<file path="src/sv/psvm_pkg.sv">
// Package: shared types and constants for the polyphonic sample voice mixer.
`timescale 1ns / 1ps
package psvm_pkg;

  localparam logic [1:0] CMD_WAVE     = 2'd0;
  localparam logic [1:0] CMD_NOTE_ON  = 2'd1;
  localparam logic [1:0] CMD_NOTE_OFF = 2'd2;
  localparam logic [1:0] CMD_RENDER   = 2'd3;

  localparam logic [1:0] PH_OFF     = 2'd0;
  localparam logic [1:0] PH_ATTACK  = 2'd1;
  localparam logic [1:0] PH_SUSTAIN = 2'd2;
  localparam logic [1:0] PH_RELEASE = 2'd3;

  localparam logic [2:0] REG_SAMPLE_LENGTH = 3'd0;
  localparam logic [2:0] REG_TRIGGER_MODE  = 3'd1;
  localparam logic [2:0] REG_VOLUME        = 3'd2;
  localparam logic [2:0] REG_ATTACK_STEP   = 3'd3;
  localparam logic [2:0] REG_RELEASE_STEP  = 3'd4;
  localparam logic [2:0] REG_MIDI_CHANNEL  = 3'd5;
  localparam logic [2:0] REG_NOTE_LOW      = 3'd6;
  localparam logic [2:0] REG_NOTE_HIGH     = 3'd7;

  // x/127 for x < 2^23 as (x * PEAK_RECIP) >> PEAK_SHIFT, exact over that range
  localparam logic [23:0] PEAK_RECIP = 24'd8454661;
  localparam int          PEAK_SHIFT = 30;

  typedef struct packed {
    logic [14:0] sample_length;
    logic [1:0]  trigger_mode;
    logic [15:0] volume;
    logic [15:0] attack_step;
    logic [15:0] release_step;
    logic [3:0]  midi_channel;
    logic [6:0]  note_low;
    logic [6:0]  note_high;
  } cfg_t;

  typedef struct packed {
    logic [1:0]         cmd;
    logic [13:0]        wave_address;
    logic signed [15:0] wave_data;
    logic [3:0]         channel;
    logic [6:0]         note;
    logic [6:0]         velocity;
    logic [19:0]        note_step;
  } item_t;

  typedef struct packed {
    logic signed [15:0] mixed_sample;
    logic               clipped;
  } result_t;

  // position keeps one spare integer bit so the end mark fits
  typedef struct packed {
    logic [1:0]  phase;
    logic [30:0] position;
    logic [19:0] step;
    logic [15:0] amplitude;
    logic [15:0] peak;
    logic [6:0]  note;
  } voice_t;

  // head cell to the interpolation pipeline
  typedef struct packed {
    logic        active;
    logic [15:0] amplitude;
    logic [15:0] frac;
    logic [14:0] idx0;
    logic [15:0] idx1;
    logic        ok0;
    logic        ok1;
  } tap_t;

endpackage

</file>
<file path="src/sv/psvm_head.sv">
// Voice update at the head of the ring: note on/off, wrap, envelope, taps.
`timescale 1ns / 1ps
module psvm_head #(
  parameter int WAVE_DEPTH = 16384
) (
  input  logic [1:0]       op,
  input  logic             hit,
  input  logic             claimed,
  input  logic [6:0]       note,
  input  logic [19:0]      note_step,
  input  logic [22:0]      peak_x,
  input  psvm_pkg::cfg_t   cfg,
  input  psvm_pkg::voice_t cur,
  output psvm_pkg::voice_t nxt,
  output logic             claim,
  output psvm_pkg::tap_t   tap
);
  import psvm_pkg::*;

  logic [46:0] peak_prod;
  logic [30:0] limit;
  logic [30:0] pos;
  logic        stop;
  logic [16:0] att_sum;
  logic [31:0] adv;
  logic [14:0] idx;
  logic [15:0] idx_n;

  assign peak_prod = 47'(peak_x) * 47'(PEAK_RECIP);
  assign limit     = {cfg.sample_length, 16'h0000};

  always_comb begin
    nxt     = cur;
    claim   = 1'b0;
    tap     = '0;
    pos     = cur.position;
    stop    = 1'b0;
    att_sum = 17'({1'b0, cur.amplitude}) + 17'(cfg.attack_step);
    adv     = '0;
    idx     = '0;
    idx_n   = '0;
    case (op)
      CMD_NOTE_ON: begin
        if (hit && !claimed && cur.phase == PH_OFF) begin
          nxt.phase     = PH_ATTACK;
          nxt.position  = '0;
          nxt.step      = note_step;
          nxt.amplitude = '0;
          nxt.peak      = peak_prod[PEAK_SHIFT+15:PEAK_SHIFT];
          nxt.note      = note;
          claim         = 1'b1;
        end
      end
      CMD_NOTE_OFF: begin
        if (hit && cur.phase != PH_OFF && cur.note == note) begin
          nxt.phase = PH_RELEASE;
        end
      end
      CMD_RENDER: begin
        if (cur.phase != PH_OFF) begin
          if (pos >= limit) begin
            pos = '0;
            if (cfg.trigger_mode != 2'd0) begin
              nxt.phase = PH_OFF;
              stop      = 1'b1;
            end
          end
          nxt.position = pos;
          if (!stop) begin
            case (cur.phase)
              PH_ATTACK: begin
                if (att_sum >= {1'b0, cur.peak}) begin
                  nxt.amplitude = cur.peak;
                  nxt.phase     = PH_SUSTAIN;
                end else begin
                  nxt.amplitude = att_sum[15:0];
                end
              end
              PH_RELEASE: begin
                if (cur.amplitude < cfg.release_step) begin
                  nxt.amplitude = '0;
                  nxt.phase     = PH_OFF;
                end else begin
                  nxt.amplitude = cur.amplitude - cfg.release_step;
                end
              end
              default: ;
            endcase
            idx   = pos[30:16];
            idx_n = 16'(idx) + 16'd1;
            tap.active    = 1'b1;
            tap.amplitude = nxt.amplitude;
            tap.frac      = pos[15:0];
            tap.idx0      = idx;
            tap.idx1      = idx_n;
            tap.ok0       = (idx < cfg.sample_length) && (32'(idx) < 32'(WAVE_DEPTH));
            tap.ok1       = (idx_n < 16'(cfg.sample_length)) &&
                            (32'(idx_n) < 32'(WAVE_DEPTH));
            adv = 32'(pos) + 32'(cur.step);
            nxt.position = (adv > 32'(limit)) ? limit : adv[30:0];
          end
        end
      end
      default: ;
    endcase
  end
endmodule

</file>
<file path="config.mk">
export PLATFORM = sky130hd
export DESIGN_NAME = psvm_head
export DESIGN_NICKNAME = d
export VERILOG_FILES = /design/src/sv/psvm_pkg.sv /design/src/sv/psvm_head.sv
export SDC_FILE = /design/constraint.sdc
export NUM_CORES = 1
export LEC_CHECK = 0
export ABC_AREA = 1
export BUFFER_PORTS_ARGS = -buffer_cell sky130_fd_sc_hd__buf_2
export CAP_MARGIN = 20
export CELL_PAD_IN_SITES_DETAIL_PLACEMENT = 1
export CELL_PAD_IN_SITES_GLOBAL_PLACEMENT = 1
export CORE_MARGIN = 5
export CORE_UTILIZATION = 40
export DETAILED_ROUTE_END_ITERATION = 7
export MAX_ROUTING_LAYER = met4
export PLACE_DENSITY_LB_ADDON = 0.1
export SETUP_SLACK_MARGIN = 0.1
export SLEW_MARGIN = 20
export SYNTH_ARGS = -nofsm -noshare
export SYNTH_HDL_FRONTEND = slang
export SYNTH_SLANG_ARGS = --single-unit
</file>
<file path="constraint.sdc">
create_clock -name vclk -period 9.96
set_input_delay 1.494 -clock vclk [all_inputs]
set_output_delay 1.494 -clock vclk [all_outputs]
set_load 0.02 [all_outputs]
</file>
; ---- Word level (Yosys, flattened, before mapping)
; Cells that the tools add are included.
[totals]
ff_bits = 0
in_bits = 229
output_inout_bits = 159
wordCells = 61
[op_classes]
n_addsub = 4
multipliers = 1
magnitude_cmp = 8
eq_ne = 6
muxes = 32
n_reduce_logical = 10
[ops]
columns = op, count
row1 = 2-to-1 mux 66 bit, 3
row2 = 2-to-1 mux 31 bit, 4
row3 = 2-to-1 mux 92 bit, 1
row4 = 2-to-1 mux 33 bit, 2
row5 = 2-to-1 mux 16 bit, 4
row6 = case mux 16 bit (2 select lines), 2
row7 = case mux 31 bit (2 select lines), 1
row8 = "multiplier 23 x 24 -> 46 bit, second input constant", 1
row9 = adder 31 x 20 -> 32 bit, 1
row10 = greater-than comparator 32 x 31 -> 1 bit, 1
row11 = greater-or-equal comparator 31 bit, 1
row12 = 2-to-1 mux 23 bit, 1
row13 = 2-to-1 mux 20 bit, 1
row14 = adder 16 x 16 -> 17 bit, 1
row15 = greater-or-equal comparator 17 x 16 -> 1 bit, 1
row16 = "adder 15 x 1 -> 16 bit, second input constant", 1
row17 = < comparator 16 x 15 -> 1 bit, 1
row18 = "< comparator 16 x 15 -> 1 bit, second input constant", 1
row19 = < comparator 16 bit, 1
row20 = subtractor 16 bit, 1
row21 = < comparator 15 bit, 1
row22 = "< comparator 15 bit, second input constant", 1
row23 = 2-to-1 mux 2 bit, 5
row24 = equality test 7 bit, 1
row25 = 9 further kinds, 23

; ---- Logic depth before layout (Yosys ltp)
; Gate-level depths: netlist (run 1).
[logic_depth]
word_depth = 10
depth_mapped = 49
depth_no_buf = 45

; ---- Least setup slack after synthesis (run 1)
; No wires, ideal clock.
[synth_timing]
kind = input-to-output
from = input cfg[82] (netlist bit)
to = output nxt[61] (netlist bit)
arrival_time_ns = 6.440
required_ns = 8.466
path_slack_ns = 2.026
path_stages = 43
n_path_buf = 4
path_cell_list = inv_1 ha_1 nand2_2 nor2_4 nand2_1 nor2_2 nand3_2 nand3_2 buf_6 clkbuf_1 clkbuf_1 nor2_1 ha_1 nand2_1 nor2_2 and2_1 nand2_1 a21oi_1 [7 not listed] inv_1 nand3_1 inv_1 a21o_1 nand2_1 nand2_1 nand2_1 nand2_1 nand2_1 nand2_1 nand2_1 nand2_2 buf_6 nor2_4 nand2_1 nand2_1 nand2_1 o21ai_1
[synth_rtl]
columns = element, line
row1 = start: declaration, psvm_head.sv:12  ; input psvm_pkg::cfg_t cfg,
row2 = end: declaration, psvm_head.sv:14  ; output psvm_pkg::voice_t nxt,

==> impl_metrics.sql, run 1 <==
INSERT INTO impl_metrics (metric_group, metric, value, unit) VALUES
('final_layout', 'final-seq-area', '0', 'sq um'),
('floorplan', 'floorplan.die_area', '0.0357', 'sq mm'),
('power_and_ir_drop', 'pwr_density_cell', '93.4', 'mW/mm^2'),
('timing', 'max_clock_freq', '108', 'MHz'),
('floorplan', 'floorplan.rows', '65', ''),
('power_and_ir_drop', 'ir_drop', '0.0430', 'mV'),
('routing', 'detailroute.via_count', '15628', ''),
('routing', 'antenna_violating_nets_post_route', '0', ''),
('final_layout', 'fillerInstances', '4594', ''),
('global_routing', 'grt_start_max_net_pins', '55', ''),
('global_routing', 'overflow', '0', ''),
('setup_path', 'critical_path_required', '8470', 'ps'),
('timing', 'final-hold-violation-count', '0', ''),
('final_layout', 'footprint_of_the_multi_input_gates', '0.0111', 'sq mm'),
('placement', 'port_buffers', '354', ''),
('logic_synthesis', 'synth.distinct_cells', '52', ''),
('routing', 'routed_via_density', '5.36', ''),
('timing', 'slew_viol_final', '0', ''),
('final_layout', 'nets', '3071', ''),
('setup_path', 'timing.critical_path.slowest_stage_cell', 'sky130_fd_sc_hd__fa_1', ''),
('placement', 'placed_cells', '2915', ''),
('timing', 'final.period_utilization', '93.2', '%'),
('timing', 'finalSetupViolCount', '0', ''),
('routing', 'drt-initial-drc-count', '671', ''),
('final_layout', 'final_core_utilization', '47.5', '%'),
('power_and_ir_drop', 'power.static_leakage', '0.00921', 'uW'),
('setup_path', 'critPathArrivalTime', '7790', 'ps'),
('final_layout', 'seq_cells', '0', ''),
('global_routing', 'first_global_vias', '16621', ''),
('final_layout', 'highest_count_cells_in_the_layout_ignoring_fill_and_taps', 'sky130_fd_sc_hd__nand2_1, sky130_fd_sc_hd__inv_1, sky130_fd_sc_hd__buf_2', ''),
('floorplan', 'floorplan.initialDensity', '40.5', '%'),
('logic_synthesis', 'yosysSeqAreaShare', '0', '%'),
('logic_synthesis', 'syn-num-nets', '2742', ''),
('setup_path', 'cpPeakStageDelay', '460', 'ps'),
('floorplan', 'die_x', '189', 'um'),
('global_routing', 'antenna_found_initial', '3', ''),
('timing', 'setup_total_negative_slack', '0', 'ps'),
('logic_synthesis', 'yosysWarningCount', '0', ''),
('final_layout', 'flow.area_growth_from_synthesis', '17.3', '%'),
('timing', 'timing.hold.ws', '3300', 'ps'),
('routing', 'pre_repair_dr_iteration_count', '5', ''),
('timing', 'grt_setup_unrepaired', 'false', ''),
('timing', 'final.min_clock_period', '9280', 'ps'),
('floorplan', 'floorplan.die.height', '189', 'um'),
('final_layout', 'layout-drive-gt1-share', '16.8', '%'),
('power_and_ir_drop', 'power.total', '1400', 'uW'),
('setup_path', 'critical_path_class', 'input pin to output port', ''),
('flow_run', 'maxCapViolations', '0', ''),
('setup_path', 'worstPathMaxFanout', '19', ''),
('placement', 'dp.final_hpwl', '47600', 'um'),
('setup_path', 'cp_launch_type', 'input pin', ''),
('final_layout', 'post_layout_nonfiller_instances', '2918', ''),
('routing', 'routed_wirelength', '54200', 'um'),
('global_routing', 'grt_pass1_wl', '85000', 'um'),
('global_routing', 'globalRouteTotalUtil', '29.8', '%'),
('hold_path', 'min_path_type', 'input pin to output port', ''),
('logic_synthesis', 'synth.avg_cell_area', '5.86', 'sq um'),
('timing', 'worst_tran_pin_value', '1090', 'ps'),
('setup_path', 'worst_path_most_repeated_cell', 'sky130_fd_sc_hd__nand2_1', ''),
('routing', 'routed_wire_length_per_instance', '18.6', 'um'),
('logic_synthesis', 'synthesis.area', '0.0128', 'sq mm'),
('placement', 'gp_routability_congestion', '0.964', ''),
('final_layout', 'layout.cells.most_common', 'sky130_fd_sc_hd__nand2_1', ''),
('final_layout', 'clock_buffer_count', '0', ''),
('routing', 'drt_drc_violations_left', '0', ''),
('setup_path', 'timing.critical_path.to_type', 'output port', ''),
('logic_synthesis', 'post_synth_inst_count', '2186', ''),
('floorplan', 'num_io_pins', '388', ''),
('timing', 'timing.slew.headroom', '27.5', '%'),
('cts', 'cts_setup_buffers', '0', ''),
('run_status', 'status', 'finished, final reports clean', ''),
('floorplan', 'core_area', '0.0316', 'sq mm');
[where the power goes]
group          switching, uW  total (uW)  internal [uW]
sequential                 0           0              0
clock                      0   0.0000405      0.0000405
combinational            919        1400            485
total                    919        1400            485
[per-stage QoR]
stage	instance area [sq um]	setup slack, ps
2_1_floorplan	12800	2030
3_3_place_gp	15000	718
3_5_place_dp	15000	665
4_1_cts	15000	641
5_1_grt	15000	210
6_report	15000	678
[layout make-up]
| type | count | area share (%) |
|---|---|---|
| Antenna cell | 3 | 0.0499 |
| Multi-Input combinational cell | 1743 | 74.1 |
| Inverter | 402 | 10.1 |
| Timing Repair Buffer | 368 | 12.5 |
| Tap cell | 402 | 3.35 |
[timing repair]
| action | 4_1_cts | 5_1_grt |
|---|---|---|
| endpoints found under the setup margin | 0 | 4 |
| hold buffers | 0 | 0 |
| resized for setup | 0 | 1 |
[metal layers]
layer,vias up,global-route usage [%],share of wire (%)
met4,0,7.68,2.9
met1,7356,36.2,44
met5,-,-,0
met3,91,1.75,3.9
met2,415,53.9,49
li1,7766,-,-
[cells by family after synthesis]
| logic type | synth area share, % |
|---|---|
| AND/OR/NAND/NOR | 33.7 |
| buffers and inverters | 13.3 |
| AO/OA/AOI/OAI | 15.3 |
| adder cells (fa/ha/maj) | 34.0 |
| XOR/XNOR | 3.62 |
| multiplexers | 0.0781 |
[final timing paths]
path / start / slack [ps] / depth (start not counted) / to
max: cfg[79] / 680 / 36 / nxt[77]
min: note_step[10] / 3300 / 4 / nxt[49]
[worst max-delay path, delay by kind of cell]
kind	cells	cell delay, ps
buffers and inverters	7	820
XOR/XNOR	1	170
adder cells (fa/ha/maj)	4	1290
AO/OA/AOI/OAI	1	260
AND/OR/NAND/NOR	23	3710
[synthesized netlist by cell type, drive strengths merged (13+ instances only)]
| master | n | area, sq um |
|---|---|---|
| a21oi | 158 | 802 |
| a31oi | 13 | 81.3 |
| buf | 14 | 86.3 |
| clkbuf | 27 | 101 |
| fa | 36 | 721 |
| ha | 291 | 3640 |
| inv | 400 | 1500 |
| nand2 | 595 | 2260 |
| nand3 | 108 | 576 |
| nand4 | 37 | 231 |
| nor2 | 211 | 877 |
| nor3 | 43 | 231 |
| o211ai | 18 | 135 |
| o21ai | 100 | 500 |
| o21bai | 17 | 128 |
| xnor2 | 22 | 193 |
| xor2 | 31 | 272 |
(Power assumes the default switching activity.)
==> run 2: changes to the inputs <==
- CORE_MARGIN: 5 -> not set
- GPL_TIMING_DRIVEN: not set -> 0
==> impl_metrics.sql, run 2 (synthesis gave the netlist of run 1 again) <==
INSERT INTO impl_metrics (metric_group, metric, value, unit) VALUES
('run_status', 'status', 'finished, final reports clean', ''),
('setup_path', 'critPathArrivalTime', '7910', 'ps'),
('routing', 'routed_via_density', '5.41', ''),
('setup_path', 'worst_path_most_repeated_cell', 'sky130_fd_sc_hd__nand2_1', ''),
('setup_path', 'timing.critical_path.to_type', 'output port', ''),
('final_layout', 'clock_buffer_count', '0', ''),
('routing', 'pre_repair_dr_iteration_count', '5', ''),
('timing', 'final-hold-violation-count', '0', ''),
('setup_path', 'cp_launch_type', 'input pin', ''),
('placement', 'preCtsSetupSlack', '-193', 'ps'),
('flow_run', 'maxCapViolations', '0', ''),
('setup_path', 'timing.critical_path.slowest_stage_cell', 'sky130_fd_sc_hd__ha_1', ''),
('placement', 'dp.final_hpwl', '50900', 'um'),
('global_routing', 'grt_pass1_wl', '88300', 'um'),
('routing', 'detailroute.via_count', '15916', ''),
('floorplan', 'floorplan.rows', '65', ''),
('timing', 'timing.slew.headroom', '38.7', '%'),
('floorplan', 'core_area', '0.0316', 'sq mm'),
('final_layout', 'layout-drive-gt1-share', '16.5', '%'),
('floorplan', 'floorplan.die.height', '181', 'um'),
('routing', 'routed_wirelength', '56700', 'um'),
('power_and_ir_drop', 'power.static_leakage', '0.00923', 'uW'),
('cts', 'hold_buffers', '0', ''),
('routing', 'drt_drc_violations_left', '0', ''),
('final_layout', 'seq_cells', '0', ''),
('global_routing', 'globalRouteTotalUtil', '35.1', '%'),
('floorplan', 'floorplan.die_area', '0.0328', 'sq mm'),
('setup_path', 'critical_path_class', 'input pin to output port', ''),
('placement', 'port_buffers', '354', ''),
('setup_path', 'critical_path_required', '8470', 'ps'),
('timing', 'slew_viol_final', '0', ''),
('timing', 'worst_tran_pin_value', '919', 'ps'),
('timing', 'final.period_utilization', '94.4', '%'),
('setup_path', 'worstPathMaxFanout', '19', ''),
('timing', 'final.min_clock_period', '9410', 'ps'),
('timing', 'max_clock_freq', '106', 'MHz'),
('global_routing', 'first_global_vias', '16462', ''),
('placement', 'gp_routability_congestion', '0.966', ''),
('setup_path', 'cpPeakStageDelay', '400', 'ps'),
('global_routing', 'antenna_found_initial', '3', ''),
('routing', 'antenna_violating_nets_post_route', '0', ''),
('final_layout', 'nets', '3097', ''),
('timing', 'final.setup.worst_slack', '554', 'ps'),
('floorplan', 'num_io_pins', '388', ''),
('placement', 'postPlaceCellArea', '0.0151', 'sq mm'),
('global_routing', 'overflow', '0', ''),
('global_routing', 'grt_start_max_net_pins', '20', ''),
('cts', 'cts_setup_buffers', '0', ''),
('final_layout', 'highest_count_cells_in_the_layout_ignoring_fill_and_taps', 'sky130_fd_sc_hd__nand2_1, sky130_fd_sc_hd__inv_1, sky130_fd_sc_hd__buf_2', ''),
('floorplan', 'die_x', '181', 'um'),
('power_and_ir_drop', 'ir_drop', '0.0496', 'mV'),
('final_layout', 'post_layout_nonfiller_instances', '2943', ''),
('power_and_ir_drop', 'pwr_density_cell', '95.0', 'mW/mm^2'),
('placement', 'placed_cells', '2942', ''),
('power_and_ir_drop', 'power.total', '1440', 'uW'),
('final_layout', 'final-seq-area', '0', 'sq um'),
('timing', 'grt_setup_unrepaired', 'false', ''),
('final_layout', 'final_area', '0.0151', 'sq mm'),
('floorplan', 'floorplan.initialDensity', '40.6', '%'),
('routing', 'routed_wire_length_per_instance', '19.3', 'um'),
('timing', 'setup_total_negative_slack', '0', 'ps'),
('final_layout', 'layout.cells.most_common', 'sky130_fd_sc_hd__nand2_1', ''),
('final_layout', 'flow.area_growth_from_synthesis', '17.9', '%'),
('hold_path', 'min_path_type', 'input pin to output port', ''),
('timing', 'finalSetupViolCount', '0', ''),
('routing', 'drt-initial-drc-count', '757', '');
## run 2: path summary, 6_finish.rpt
kind    startpoint  slack, ps  cells past startpoint  endpoint
max        cfg[82]        550                     38   nxt[89]
min   note_step[9]       3300                      4   nxt[48]
## run 2: power breakdown
| group | switching, uW | internal, uW |
|---|---|---|
| Clock | 0 | 0.0000269 |
| Sequential | 0 | 0 |
| Combinational | 943 | 493 |
## run 2: area by class of cell
type               instances  area (sq um)
plain buffers             40           189
inverters                402          1510
fillers                 4611         16400
well taps                402           503
multi-input cells       1743         11100
diodes                     2          5.00
repair buffers           354          1770
## run 2: timing repair
action                                  4_1_cts  5_1_grt
gates resized for setup                       1        6
gates cloned                                  0        0
endpoints found under the setup margin       31       28
## run 2: worst max-delay path: cells and delay by family
family                     cells  cell delay, ps
and+or+nand+nor               26            3620
buffers and inverters          7            1130
adders and majority gates      3            1110
AOI/OAI and AO/OA              2             520
## run 2: metal layers
layer	GRT usage, %	part of all wire (%)
met1	41.7	43
met2	63.8	50
met3	1.05	3.8
met4	10.8	3.3
met5	-	0
## run 2: through the flow
| step | hold slack, ps | utilization [%] |
|---|---|---|
| finish | 3300 | 47.9 |
| global route | 3320 | 47.9 |
| CTS | 3300 | 47.8 |
| detailed placement | 3300 | 47.8 |
| global placement | 3290 | 47.8 |
| floorplan | 3150 | - |
==> run 3: changes to the inputs <==
- BUFFER_PORTS_ARGS: -buffer_cell sky130_fd_sc_hd__buf_2 -> not set
- CORE_UTILIZATION: 40 -> 49
- DONT_BUFFER_PORTS: not set -> 1
==> impl_metrics.sql, run 3 (synthesis gave the netlist of run 1 again) <==
INSERT INTO impl_metrics (metric_group, metric, value, unit) VALUES
('routing', 'drt_drc_violations_left', '0', ''),
('setup_path', 'cp_launch_type', 'input pin', ''),
('setup_path', 'critical_path_required', '8470', 'ps'),
('floorplan', 'floorplan.rows', '58', ''),
('global_routing', 'grt_pass1_wl', '81500', 'um'),
('timing', 'setup_total_negative_slack', '0', 'ps'),
('floorplan', 'num_io_pins', '388', ''),
('timing', 'slew_viol_final', '0', ''),
('global_routing', 'antenna_found_initial', '0', ''),
('placement', 'port_buffers', '0', ''),
('setup_path', 'timing.critical_path.to_type', 'output port', ''),
('power_and_ir_drop', 'power.static_leakage', '0.00772', 'uW'),
('timing', 'finalSetupViolCount', '0', ''),
('global_routing', 'overflow', '0', ''),
('timing', 'grt_setup_unrepaired', 'false', ''),
('global_routing', 'grt_start_max_net_pins', '11', ''),
('floorplan', 'die_x', '164', 'um'),
('routing', 'routed_wire_length_per_instance', '21.3', 'um'),
('run_status', 'status', 'finished, final reports clean', ''),
('final_layout', 'layout-drive-gt1-share', '2.88', '%'),
('setup_path', 'crit_family', 'simple AND/OR/NAND/NOR gates', ''),
('routing', 'antenna_violating_nets_post_route', '0', ''),
('final_layout', 'final_core_utilization', '52.1', '%'),
('power_and_ir_drop', 'ir_drop', '0.0573', 'mV'),
('timing', 'max_clock_freq', '107', 'MHz'),
('floorplan', 'floorplan.die_area', '0.0268', 'sq mm'),
('setup_path', 'worstPathMaxFanout', '19', ''),
('final_layout', 'diodes', '0', ''),
('setup_path', 'cpPeakStageDelay', '410', 'ps'),
('setup_path', 'path_buf_inv', '5', ''),
('setup_path', 'critPathArrivalTime', '7830', 'ps'),
('routing', 'detailroute.via_count', '14972', ''),
('floorplan', 'floorplan.initialDensity', '50.5', '%'),
('hold_path', 'min_path_type', 'input pin to output port', ''),
('final_layout', 'layout.cells.most_common', 'sky130_fd_sc_hd__nand2_1', ''),
('power_and_ir_drop', 'switching_share', '67.3', '%'),
('final_layout', 'highest_count_cells_in_the_layout_ignoring_fill_and_taps', 'sky130_fd_sc_hd__nand2_1, sky130_fd_sc_hd__inv_1, sky130_fd_sc_hd__ha_1', ''),
('setup_path', 'timing.critical_path.slowest_stage_cell', 'sky130_fd_sc_hd__o21ai_1', ''),
('power_and_ir_drop', 'switching_power', '912', 'uW'),
('final_layout', 'flow.area_growth_from_synthesis', '3.21', '%'),
('power_and_ir_drop', 'power_frac_comb', '100.0', '%'),
('timing', 'final.period_utilization', '93.6', '%'),
('routing', 'routed_wirelength', '53500', 'um'),
('power_and_ir_drop', 'pwr_density_cell', '102', 'mW/mm^2'),
('routing', 'pre_repair_dr_iteration_count', '5', ''),
('routing', 'routed_via_density', '5.95', ''),
('global_routing', 'first_global_vias', '15628', ''),
('routing', 'drt-initial-drc-count', '776', ''),
('timing', 'final-hold-violation-count', '0', ''),
('placement', 'dp.final_hpwl', '47700', 'um'),
('final_layout', 'final-seq-area', '0', 'sq um'),
('timing', 'worst_tran_pin_value', '1010', 'ps'),
('flow_run', 'maxCapViolations', '0', ''),
('power_and_ir_drop', 'power.sequential.fraction', '0', '%'),
('timing', 'timing.slew.headroom', '32.1', '%'),
('power_and_ir_drop', 'p_clk_share', '0', '%'),
('floorplan', 'core_area', '0.0254', 'sq mm'),
('setup_path', 'critical_path_class', 'input pin to output port', ''),
('global_routing', 'globalRouteTotalUtil', '40.0', '%'),
('floorplan', 'floorplan.die.height', '164', 'um'),
('setup_path', 'worst_path_most_repeated_cell', 'sky130_fd_sc_hd__nand2_1', ''),
('timing', 'final.min_clock_period', '9320', 'ps'),
('power_and_ir_drop', 'p_int', '442', 'uW'),
('final_layout', 'seq_cells', '0', ''),
('final_layout', 'clock_buffer_count', '0', ''),
('placement', 'gp_routability_congestion', '1.02', ''),
('final_layout', 'nets', '2743', '');
==> run 3: area by class of cell <==
type                            count  area (sq um)
Tap cell                          330           413
Inverter                          402          1510
Multi-Input combinational cell   1743         11100
Buffer                             40           186
Fill cell                        3746         12200
==> run 3: final timing paths <==
kind | from | end | slack, ps | cells after the start
setup / recovery | cfg[82] | nxt[59] | 640 | 39
hold / removal | note_step[19] | nxt[58] | 3160 | 2
==> run 3: routing by layer <==
metal	wire length (um)	up-vias	global-route usage (%)
li1	-	7101	-
met1	21300	7104	43.9
met2	26100	598	70.7
met3	3130	169	4.90
met4	3090	0	20.7
met5	0	-	-
==> run 3: power groups by stage <==
| stage | Combinational, uW | Sequential (uW) | Clock (uW) |
|---|---|---|---|
| floorplan | 966 | 0 | 0 |
| global placement | 1240 | 0 | 0 |
| detailed placement | 1330 | 0 | 0 |
| CTS | 1330 | 0 | 0 |
| global route | 1500 | 0 | 0 |
| finish | 1350 | 0 | 0 |
==> run 3: repair_timing <==
| action | 4_1_cts | 5_1_grt |
|---|---|---|
| resized for setup | 0 | 4 |
| setup endpoints to repair | 0 | 31 |
| setup buffers | 0 | 0 |
| hold buffers | 0 | 0 |
==> run 3: per-stage QoR <==
step / total power [uW] / instance area [sq um] / setup WS, ps / hold WS, ps / instances
2_1_floorplan: 966 / 12800 / 2030 / 3150 / 2186
3_3_place_gp: 1240 / 13200 / 251 / 3160 / 2516
3_5_place_dp: 1330 / 13200 / 207 / 3160 / 2516
4_1_cts: 1330 / 13200 / 181 / 3160 / 2516
5_1_grt: 1500 / 13200 / 346 / 3170 / 2515
6_report: 1350 / 13200 / 639 / 3160 / 2515
